[src/htfd_pkg.sv]
// ----------------------------------------------------------------------------
// htfd_pkg - shared types, constants and helpers for the frame decoder
// CRC-8 step over one byte and the exact divide by full scale.
// ----------------------------------------------------------------------------
`default_nettype none

package htfd_pkg;

    // CRC-8: polynomial 0x31, seed 0xFF, MSB first, no reflection, no final xor
    localparam logic [7:0]  CRC_POLY    = 8'h31;
    localparam logic [7:0]  CRC_INIT    = 8'hFF;

    // Scaling constants
    localparam logic [15:0] FULL_SCALE  = 16'hFFFF;
    localparam logic [14:0] TEMP_SPAN   = 15'd17500;
    localparam logic [14:0] TEMP_OFFSET = 15'd4500;
    localparam logic [13:0] HUMID_SPAN  = 14'd10000;

    // Quotient and remainder of a product divided by full scale
    typedef struct packed {
        logic [14:0] quot;
        logic [15:0] rem;
    } fs_div_t;

    // Advance the CRC over one byte
    function automatic logic [7:0] crc8_byte(input logic [7:0] crc_in,
                                             input logic [7:0] data);
        logic [7:0] c;
        c = crc_in ^ data;
        for (int b = 0; b < 8; b++)
        begin
            if (c[7])
            begin
                c = {c[6:0], 1'b0} ^ CRC_POLY;
            end
            else
            begin
                c = {c[6:0], 1'b0};
            end
        end
        return c;
    endfunction

    // CRC over the high byte, then the low byte of a word
    function automatic logic [7:0] crc8_word(input logic [15:0] word);
        return crc8_byte(crc8_byte(CRC_INIT, word[15:8]), word[7:0]);
    endfunction

    // Floor divide by 2^16-1 for num < 2^31: 2^16 = 65535 + 1, so
    // num = hi*65535 + (hi + lo); the partial remainder stays below
    // twice the divisor, so one compare and subtract corrects it.
    function automatic fs_div_t div_full_scale(input logic [30:0] num);
        logic [14:0] q0;
        logic [16:0] r0;
        fs_div_t     res;
        q0 = num[30:16];
        r0 = {1'b0, num[15:0]} + {2'b00, q0};
        if (r0 >= {1'b0, FULL_SCALE})
        begin
            res.quot = q0 + 15'd1;
            res.rem  = 16'(r0 - {1'b0, FULL_SCALE});
        end
        else
        begin
            res.quot = q0;
            res.rem  = r0[15:0];
        end
        return res;
    endfunction

endpackage

`default_nettype wire

[src/humidity_temp_frame_decoder.sv]
// ----------------------------------------------------------------------------
// humidity_temp_frame_decoder - sensor frame CRC check and scaling
// Checks both CRC-8 bytes of a temperature/humidity frame (polynomial 0x31,
// seed 0xFF, high byte first) and scales the raw words to hundredths:
// temperature = raw*17500/65535 - 4500 (truncated toward zero), humidity =
// raw*10000/65535 (truncated). A failed check on either word gives status 1
// and zero for both values. The block takes one frame per clock while results
// are taken and returns one result per frame, which passes through the frame
// register and then the result register. Each register advances only
// when the stage behind it is empty or handing off, so a stalled result
// holds without losing frames, and throughput stays at one frame per cycle
// as long as results are taken.
// ----------------------------------------------------------------------------
`default_nettype none

module humidity_temp_frame_decoder
(
    input  wire logic               clk,
    input  wire logic               rst_n,

    // Frame channel
    input  wire logic               frame_valid,
    output logic                    frame_ready,
    input  wire logic [15:0]        temp_word,
    input  wire logic [7:0]         temp_check,
    input  wire logic [15:0]        raw_humid,
    input  wire logic [7:0]         humid_check,

    // Result channel
    output logic                    result_valid,
    input  wire logic               result_ready,
    output logic                    frame_status,
    output logic signed [14:0]      temp_centi,
    output logic [13:0]             humid_centi
);

    // ------------------------------------------------------------------
    // Handshake control
    // ------------------------------------------------------------------
    logic        stage_valid_reg;
    logic        stage_valid_next;
    logic        result_valid_reg;
    logic        result_valid_next;
    logic        result_load;
    logic        stage_load;

    // Load the result register when it is empty or its transfer completes
    assign result_load  = !result_valid_reg || result_ready;
    // Load the frame register when it is empty or drains into the result
    assign frame_ready  = !stage_valid_reg || result_load;
    assign stage_load   = frame_valid && frame_ready;

    always_comb
    begin
        stage_valid_next = stage_valid_reg;
        if (frame_ready)
        begin
            stage_valid_next = frame_valid;
        end
    end

    always_comb
    begin
        result_valid_next = result_valid_reg;
        if (result_load)
        begin
            result_valid_next = stage_valid_reg;
        end
    end

    always_ff @(posedge clk or negedge rst_n)
    begin
        if (!rst_n)
        begin
            stage_valid_reg  <= 1'b0;
            result_valid_reg <= 1'b0;
        end
        else
        begin
            stage_valid_reg  <= stage_valid_next;
            result_valid_reg <= result_valid_next;
        end
    end

    // ------------------------------------------------------------------
    // Frame register: hold the payload of the accepted transfer
    // ------------------------------------------------------------------
    logic [15:0] temp_word_reg;
    logic [7:0]  temp_check_reg;
    logic [15:0] raw_humid_reg;
    logic [7:0]  humid_check_reg;

    always_ff @(posedge clk)
    begin
        if (stage_load)
        begin
            temp_word_reg   <= temp_word;
            temp_check_reg  <= temp_check;
            raw_humid_reg   <= raw_humid;
            humid_check_reg <= humid_check;
        end
    end

    // ------------------------------------------------------------------
    // CRC check: both words must match their received bytes
    // ------------------------------------------------------------------
    logic crc_ok;

    assign crc_ok = (htfd_pkg::crc8_word(temp_word_reg) == temp_check_reg) &&
                    (htfd_pkg::crc8_word(raw_humid_reg) == humid_check_reg);

    // ------------------------------------------------------------------
    // Scaling: one constant multiply per word, then the exact divide
    // ------------------------------------------------------------------
    logic [30:0]           temp_prod;
    logic [30:0]           humid_prod;
    htfd_pkg::fs_div_t     temp_div;
    htfd_pkg::fs_div_t     humid_div;
    logic [15:0]           temp_floor;
    logic                  temp_round_up;
    logic [15:0]           temp_trunc;

    assign temp_prod  = {15'd0, temp_word_reg} * {16'd0, htfd_pkg::TEMP_SPAN};
    assign humid_prod = {15'd0, raw_humid_reg} * {17'd0, htfd_pkg::HUMID_SPAN};

    assign temp_div   = htfd_pkg::div_full_scale(temp_prod);
    assign humid_div  = htfd_pkg::div_full_scale(humid_prod);

    // The offset is a whole multiple of full scale, so floor(q) - offset is
    // the floor of the full expression; bump negative inexact values up to
    // truncate toward zero.
    assign temp_floor    = {1'b0, temp_div.quot} - {1'b0, htfd_pkg::TEMP_OFFSET};
    assign temp_round_up = temp_floor[15] && (temp_div.rem != 16'd0);
    assign temp_trunc    = temp_floor + {15'd0, temp_round_up};

    // ------------------------------------------------------------------
    // Result register: drop the values to zero on a CRC mismatch
    // ------------------------------------------------------------------
    logic               frame_status_reg;
    logic signed [14:0] temp_centi_reg;
    logic [13:0]        humid_centi_reg;

    always_ff @(posedge clk)
    begin
        if (result_load && stage_valid_reg)
        begin
            frame_status_reg <= !crc_ok;
            temp_centi_reg   <= crc_ok ? signed'(temp_trunc[14:0]) : 15'sd0;
            humid_centi_reg  <= crc_ok ? humid_div.quot[13:0] : 14'd0;
        end
    end

    assign result_valid = result_valid_reg;
    assign frame_status = frame_status_reg;
    assign temp_centi   = temp_centi_reg;
    assign humid_centi  = humid_centi_reg;

endmodule

`default_nettype wire
[config.mk]
export PLATFORM = sky130hd
export DESIGN_NAME = humidity_temp_frame_decoder
export DESIGN_NICKNAME = d
export VERILOG_FILES = /design/src/htfd_pkg.sv /design/src/humidity_temp_frame_decoder.sv
export SDC_FILE = /design/constraint.sdc
export NUM_CORES = 1
export LEC_CHECK = 0
export ABC_CLOCK_PERIOD_IN_PS = 9100
export BUFFER_PORTS_ARGS = -buffer_cell sky130_fd_sc_hd__clkbuf_2
export CAP_MARGIN = 40
export CORE_MARGIN = 4
export CORE_UTILIZATION = 30
export DETAILED_ROUTE_END_ITERATION = 7
export PLACE_DENSITY = 0.43
export SKIP_LAST_GASP = 1
export SYNTH_ARGS = -nofsm -noshare
export SYNTH_HDL_FRONTEND = slang
export SYNTH_SLANG_ARGS = --single-unit
[constraint.sdc]
create_clock -name clk -period 9.1 [get_ports clk]
set_input_delay 0.455 -clock clk [delete_from_list [all_inputs] [get_ports clk]]
set_output_delay 0.455 -clock clk [all_outputs]
set_load 0.02 [all_outputs]
# Yosys cells after proc, flatten, opt, wreduce, memory -nomap -nowiden
# Index checks and enable logic that the tools add are counted.
[word_totals]
reg_bits = 80
inputBits = 52
wordCells = 103
[classes]
add_sub_neg = 8
n_mul = 2
magnitude_cmp = 2
eq_ne = 2
muxes = 34
n_bitwise = 36
n_reduce_logical = 10
[op_table]
columns = ["cell", "count"]
rows = [
  ["two-way mux 6 bit", 32],
  ["NOT 3 bit", 32],
  [">= comparator 17 x 16 -> 1 bit (second input constant)", 2],
  ["subtractor 16 bit (second input constant)", 2],
  ["two-way mux 31 bit", 1],
  ["two-way mux 30 bit", 1],
  ["multiplier 16 x 13 -> 29 bit (second input constant)", 1],
  ["multiplier 16 x 10 -> 26 bit (second input constant)", 1],
  ["adder 16 x 14 -> 17 bit", 1],
  ["adder 16 x 15 -> 17 bit", 1],
  ["equality test 8 bit", 2],
  ["NOT 8 bit", 2],
  ["nonzero test 16 bit", 1],
  ["subtractor 15 x 13 -> 16 bit (second input constant)", 1],
  ["bitwise XOR 8 bit", 2],
  ["adder 15 x 1 -> 15 bit", 1],
  ["adder 15 x 1 -> 15 bit (second input constant)", 1],
  ["adder 14 x 1 -> 14 bit (second input constant)", 1],
  ["logical AND 1 bit", 4],
  ["zero test 1 bit", 3],
  ["logical OR 1 bit", 2],
]

# Longest topological paths before layout
[logic_depth]
depth_word = 37
mapped_depth = 43

# Worst setup path after synthesis
# No wires, ideal clock.
[synth_path]
path_type = "flip-flop to flip-flop"
startpoint = "register temp_word_reg[10]"
endpoint = "register temp_centi_reg[13], in the netlist temp_centi[13] (data pin)"
setup_ps = 147
arrival_time_ps = 9466
required_time_ps = 8953
path_slack_ps = -513
path_stages_with_launch = 43
path_buffers = 2
synth_period_minus_slack_ps = 9613
cell_sequence = "edfxtp_1 -> ha_1 -> inv_1 -> fa_1 -> inv_1 -> ha_1 -> fa_1 -> inv_1 -> fa_1 -> inv_1 -> ha_1 -> and3_1 -> buf_6 -> a22o_1 -> a311oi_2 -> o21ai_0 -> a311oi_1 -> o21ai_0 -> [... 7 more ...] -> nand2_1 -> or4_1 -> a31oi_2 -> nand2_1 -> o31a_1 -> a211o_1 -> a31o_1 -> buf_6 -> o21ai_4 -> a31oi_1 -> nor2_1 -> ha_1 -> nand3_1 -> or3_1 -> a21oi_1 -> nand3_1 -> or3_1 -> a21oi_1"
[synth_via]
elab_chain_len = 20
word_cells_on_any_way = 37
cone_classes = "5 x add/sub; 1 x mul; 1 x order compare; 1 x eq/ne; 15 x mux; 11 x bitwise; 3 x reduce/logical"
[synth_lines]
columns = ["element", "line", "rtl"]
rows = [
  ["start: declaration", "humidity_temp_frame_decoder.sv:88", "logic [15:0] temp_word_reg;"],
  ["start signal: assignment", "humidity_temp_frame_decoder.sv:97", "temp_word_reg <= temp_word;"],
  ["branches (longest 20 deep; another with multiplier 16 x 13 -> 29 bit)", "--", ""],
  ["end signal: assignment", "humidity_temp_frame_decoder.sv:148", "temp_centi_reg <= crc_ok ? signed'(temp_trunc[14:0]) : 15'sd0;"],
  ["end: declaration", "humidity_temp_frame_decoder.sv:140", "logic signed [14:0] temp_centi_reg;"],
]
# Parallel ways; which one is timed is not known.
# A chain may end at the register's enable or synchronous reset.

# Worst setup path after layout
[layout_path]
startpoint = "register temp_word_reg[8]"
endpoint = "register temp_centi_reg[13], in the netlist temp_centi[13] (data pin)"
[layout_via]
elab_chain_len = 20
word_cells_on_any_way = 35
cone_classes = "5 x add/sub; 1 x mul; 1 x order compare; 1 x eq/ne; 15 x mux; 9 x bitwise; 3 x reduce/logical"
[layout_lines]
columns = ["element"]
rows = [
  ["branches (longest 20 deep; another with multiplier 16 x 13 -> 29 bit)"],
]
# Parallel ways; which one is timed is not known.

==> results.json <==
{
  "status": "finished with violations",
  "violations": "negative setup slack",
  "max_stage_delay_ns": 0.52,
  "synth.yosys.seq_area_share_pct": 19.8,
  "syn2layout_area_growth_pct": 32.2,
  "use_met1_pct": 22.2,
  "drtPass1Iterations": 6,
  "layout_min_cycle_time_ns": 9.12,
  "start_util_pct": 30.3,
  "clockBufferDepth": 2,
  "synth.distinct_cells": 89,
  "cp-start-kind": "flip-flop",
  "worstSetupPathType": "flip-flop to flip-flop",
  "cp.required_ns": 9.31,
  "grt_use_total_pct": 15.1,
  "tightestPinTransition_ns": 0.768,
  "utilization_pct": 40.1,
  "hold_viol": 0,
  "htreeDepth": 3,
  "cts.clk_slew.worst_paths_ns": 0.06,
  "fp-row-count": 73,
  "overflow": 0,
  "syn_inst": 1296,
  "hpwl_um": 28000,
  "fin_nets": 1946,
  "use_met3_pct": 2.29,
  "ant_nets": 0,
  "slew_violations": 0,
  "die_w_um": 208,
  "grt_pass1_wl_um": 53600,
  "max_cap_violations": 0,
  "avgViaCountPerCell": 4.66,
  "finalInstanceArea_um2": 15900,
  "numCtsBuffers": 9,
  "drive_gt1_share_pct": 29.2,
  "busiest_layer": "met2",
  "wl_per_cell_um": 15.2,
  "drc": 0,
  "synth_seq_cells": 80,
  "critPathCaptureType": "flip-flop",
  "ys.flop_type": "edfxtp_1",
  "core_area_um2": 39700,
  "slowest_stage": "fa_1",
  "synth_area_um2": 12100,
  "setup_violations": 1,
  "io_pins": 84,
  "grt_max_degree": 49,
  "clock_latency_ns": 0.36,
  "yosys_warnings": 0,
  "fin_crit_sh_pct": 100,
  "die_h_um": 208,
  "post_dp_cell_area_um2": 14700,
  "rsz0062_at_grt": "true",
  "cts_tree": "done",
  "fin_ws_ns": -0.0219,
  "max-slew-margin-rel_pct": 48.5,
  "use_met2_pct": 23.7,
  "dieArea_um2": 43500,
  "skew_ns": 0.00792,
  "finalSetupTns_ns": -0.0219,
  "syn_nets": 1626,
  "clkSinkCount": 80,
  "gp_congestion": 0.851,
  "antenna_found_initial": 0,
  "grt_pass1_vias": 10283,
  "hold_path.class": "input port to flip-flop",
  "dr.first_iter.drc_count": 421,
  "max_freq_ghz": 0.110,
  "wl_um": 32500,
  "synth_edf_count": 78,
  "num_vias": 9991,
  "insertedDiodeCount": 0,
  "arrival_ns": 9.33,
  "ys_async_sr_fraction_pct": 2.50,
  "worst-path-max-fanout": 5,
  "root_buffer": "clkbuf_16",
  "syn_area_per_cell_um2": 9.30,
  "port_buffers": 83,
  "whs_ns": 0.268
}
-- what timing repair did --
| action | in CTS | in global routing |
|---|---|---|
| resized for setup | 27 | 106 |
| pin swaps | 35 | 80 |
| buffers inserted | 9 | 29 |
| hold endpoints to repair | 2 | 0 |
| endpoints found under the setup margin | 12 | 19 |
| hold buffers | 1 | 0 |
-- final timing paths --
kind                                             startpoint                           end  slack, ns  depth (start not counted)
worst max-delay path             temp_word_reg[8]$_DFFE_PP_  temp_centi[13]$_SDFFCE_PN0P_      -0.02                         39
max in group asynchronous                             rst_n   stage_valid_reg$_DFFE_PN0N_       8.58                          2
worst max register to register   temp_word_reg[8]$_DFFE_PP_  temp_centi[13]$_SDFFCE_PN0P_      -0.02                         39
worst min-delay path                          temp_check[0]   temp_check_reg[0]$_DFFE_PP_       0.27                          1
worst min register to register  stage_valid_reg$_DFFE_PN0N_      result_valid$_DFFE_PN0P_       0.49                          1
min in group asynchronous                             rst_n      result_valid$_DFFE_PN0P_       0.42                          2
-- cells by family (layout without fill, tap and decap cells) --
family | count (synthesis) | count (layout) | share of synthesized area, %
and+or+nand+nor | 280 | 280 | 12.4
adders and majority gates | 278 | 278 | 34.0
buffers and inverters | 264 | 588 | 8.36
AOI/OAI and AO/OA | 233 | 233 | 13.5
xor gates and xnor gates | 156 | 156 | 11.4
DFF | 80 | 80 | 19.8
muxes | 5 | 5 | 0.540
-- cell usage in the layout, fill, tap and decap left out, drive strengths merged, types with 49 or more instances in the layout --
| cell | Yosys | final |
|---|---|---|
| a21oi | 49 | 49 |
| clkbuf | 8 | 93 |
| buf | 4 | 237 |
| ha | 196 | 196 |
| inv | 252 | 253 |
| xnor2 | 116 | 116 |
| nor2 | 69 | 69 |
| fa | 82 | 82 |
| o21ai | 53 | 53 |
| edfxtp | 78 | 78 |
-- synth_stat cells, types with 4 or more instances --
cell / instances / share of area (%)
inv_1: 252 / 7.8
ha_1: 196 / 20
xnor2_1: 116 / 8.4
fa_1: 82 / 14
edfxtp_1: 78 / 19
nor2_1: 69 / 2.1
o21ai_0: 51 / 2.1
a21oi_1: 48 / 2.0
nand2_1: 44 / 1.4
xor2_1: 39 / 2.8
nand3_1: 26 / 1.1
nor3_1: 22 / 0.91
a21o_1: 17 / 1.1
nand2b_1: 16 / 0.83
o211ai_1: 13 / 0.81
o21a_1: 13 / 0.81
and3_1: 11 / 0.57
nand4_1: 11 / 0.57
nor2b_1: 11 / 0.57
or3_1: 11 / 0.57
a211oi_1: 10 / 0.62
nor4_1: 10 / 0.52
and2_1: 8 / 0.42
clkbuf_1: 8 / 0.25
o21bai_1: 7 / 0.44
or2_2: 7 / 0.36
a211o_1: 6 / 0.44
or4_1: 6 / 0.37
nor3b_1: 5 / 0.31
a31oi_1: 4 / 0.21
a41o_1: 4 / 0.33
and4_1: 4 / 0.29
nand3b_1: 4 / 0.25
o2111ai_1: 4 / 0.29
o22ai_1: 4 / 0.21
-- metal layers --
metal	up-vias	routed length [um]
li1	5098	-
met2	150	14600
met1	4714	16500
met5	-	0
met3	29	946
met4	0	486
-- per-stage QoR --
stage | setup WS, ns | std cells
finish | -0.0219 | 2145
global route | -0.344 | 2145
CTS | 0.00324 | 2116
detailed placement | -0.373 | 2091
global placement | -0.364 | 2091
floorplan | 0.00290 | 1296
-- worst max-delay path: cells and delay by family, from the launching register on --
kind	cells	cell delay, ns
and+or+nand+nor	9	1.67
buffers and inverters	4	0.37
adders and majority gates	8	2.82
DFF	1	0.51
AOI/OAI and AO/OA	17	3.34
xor gates and xnor gates	1	0.24
-- area by class of cell --
type / instances / area [um^2]
clock buffers: 10 / 229
inverters: 252 / 946
repair buffers: 321 / 2270
fillers: 4010 / 23800
multi-input cells: 952 / 9360
flip-flops and latches: 80 / 2390
clock inverters: 5 / 81.3
well taps: 525 / 657
Power is left out: the tool's default activity adds up to more than one toggle a clock period on the data nets, which glitch-free logic cannot reach.
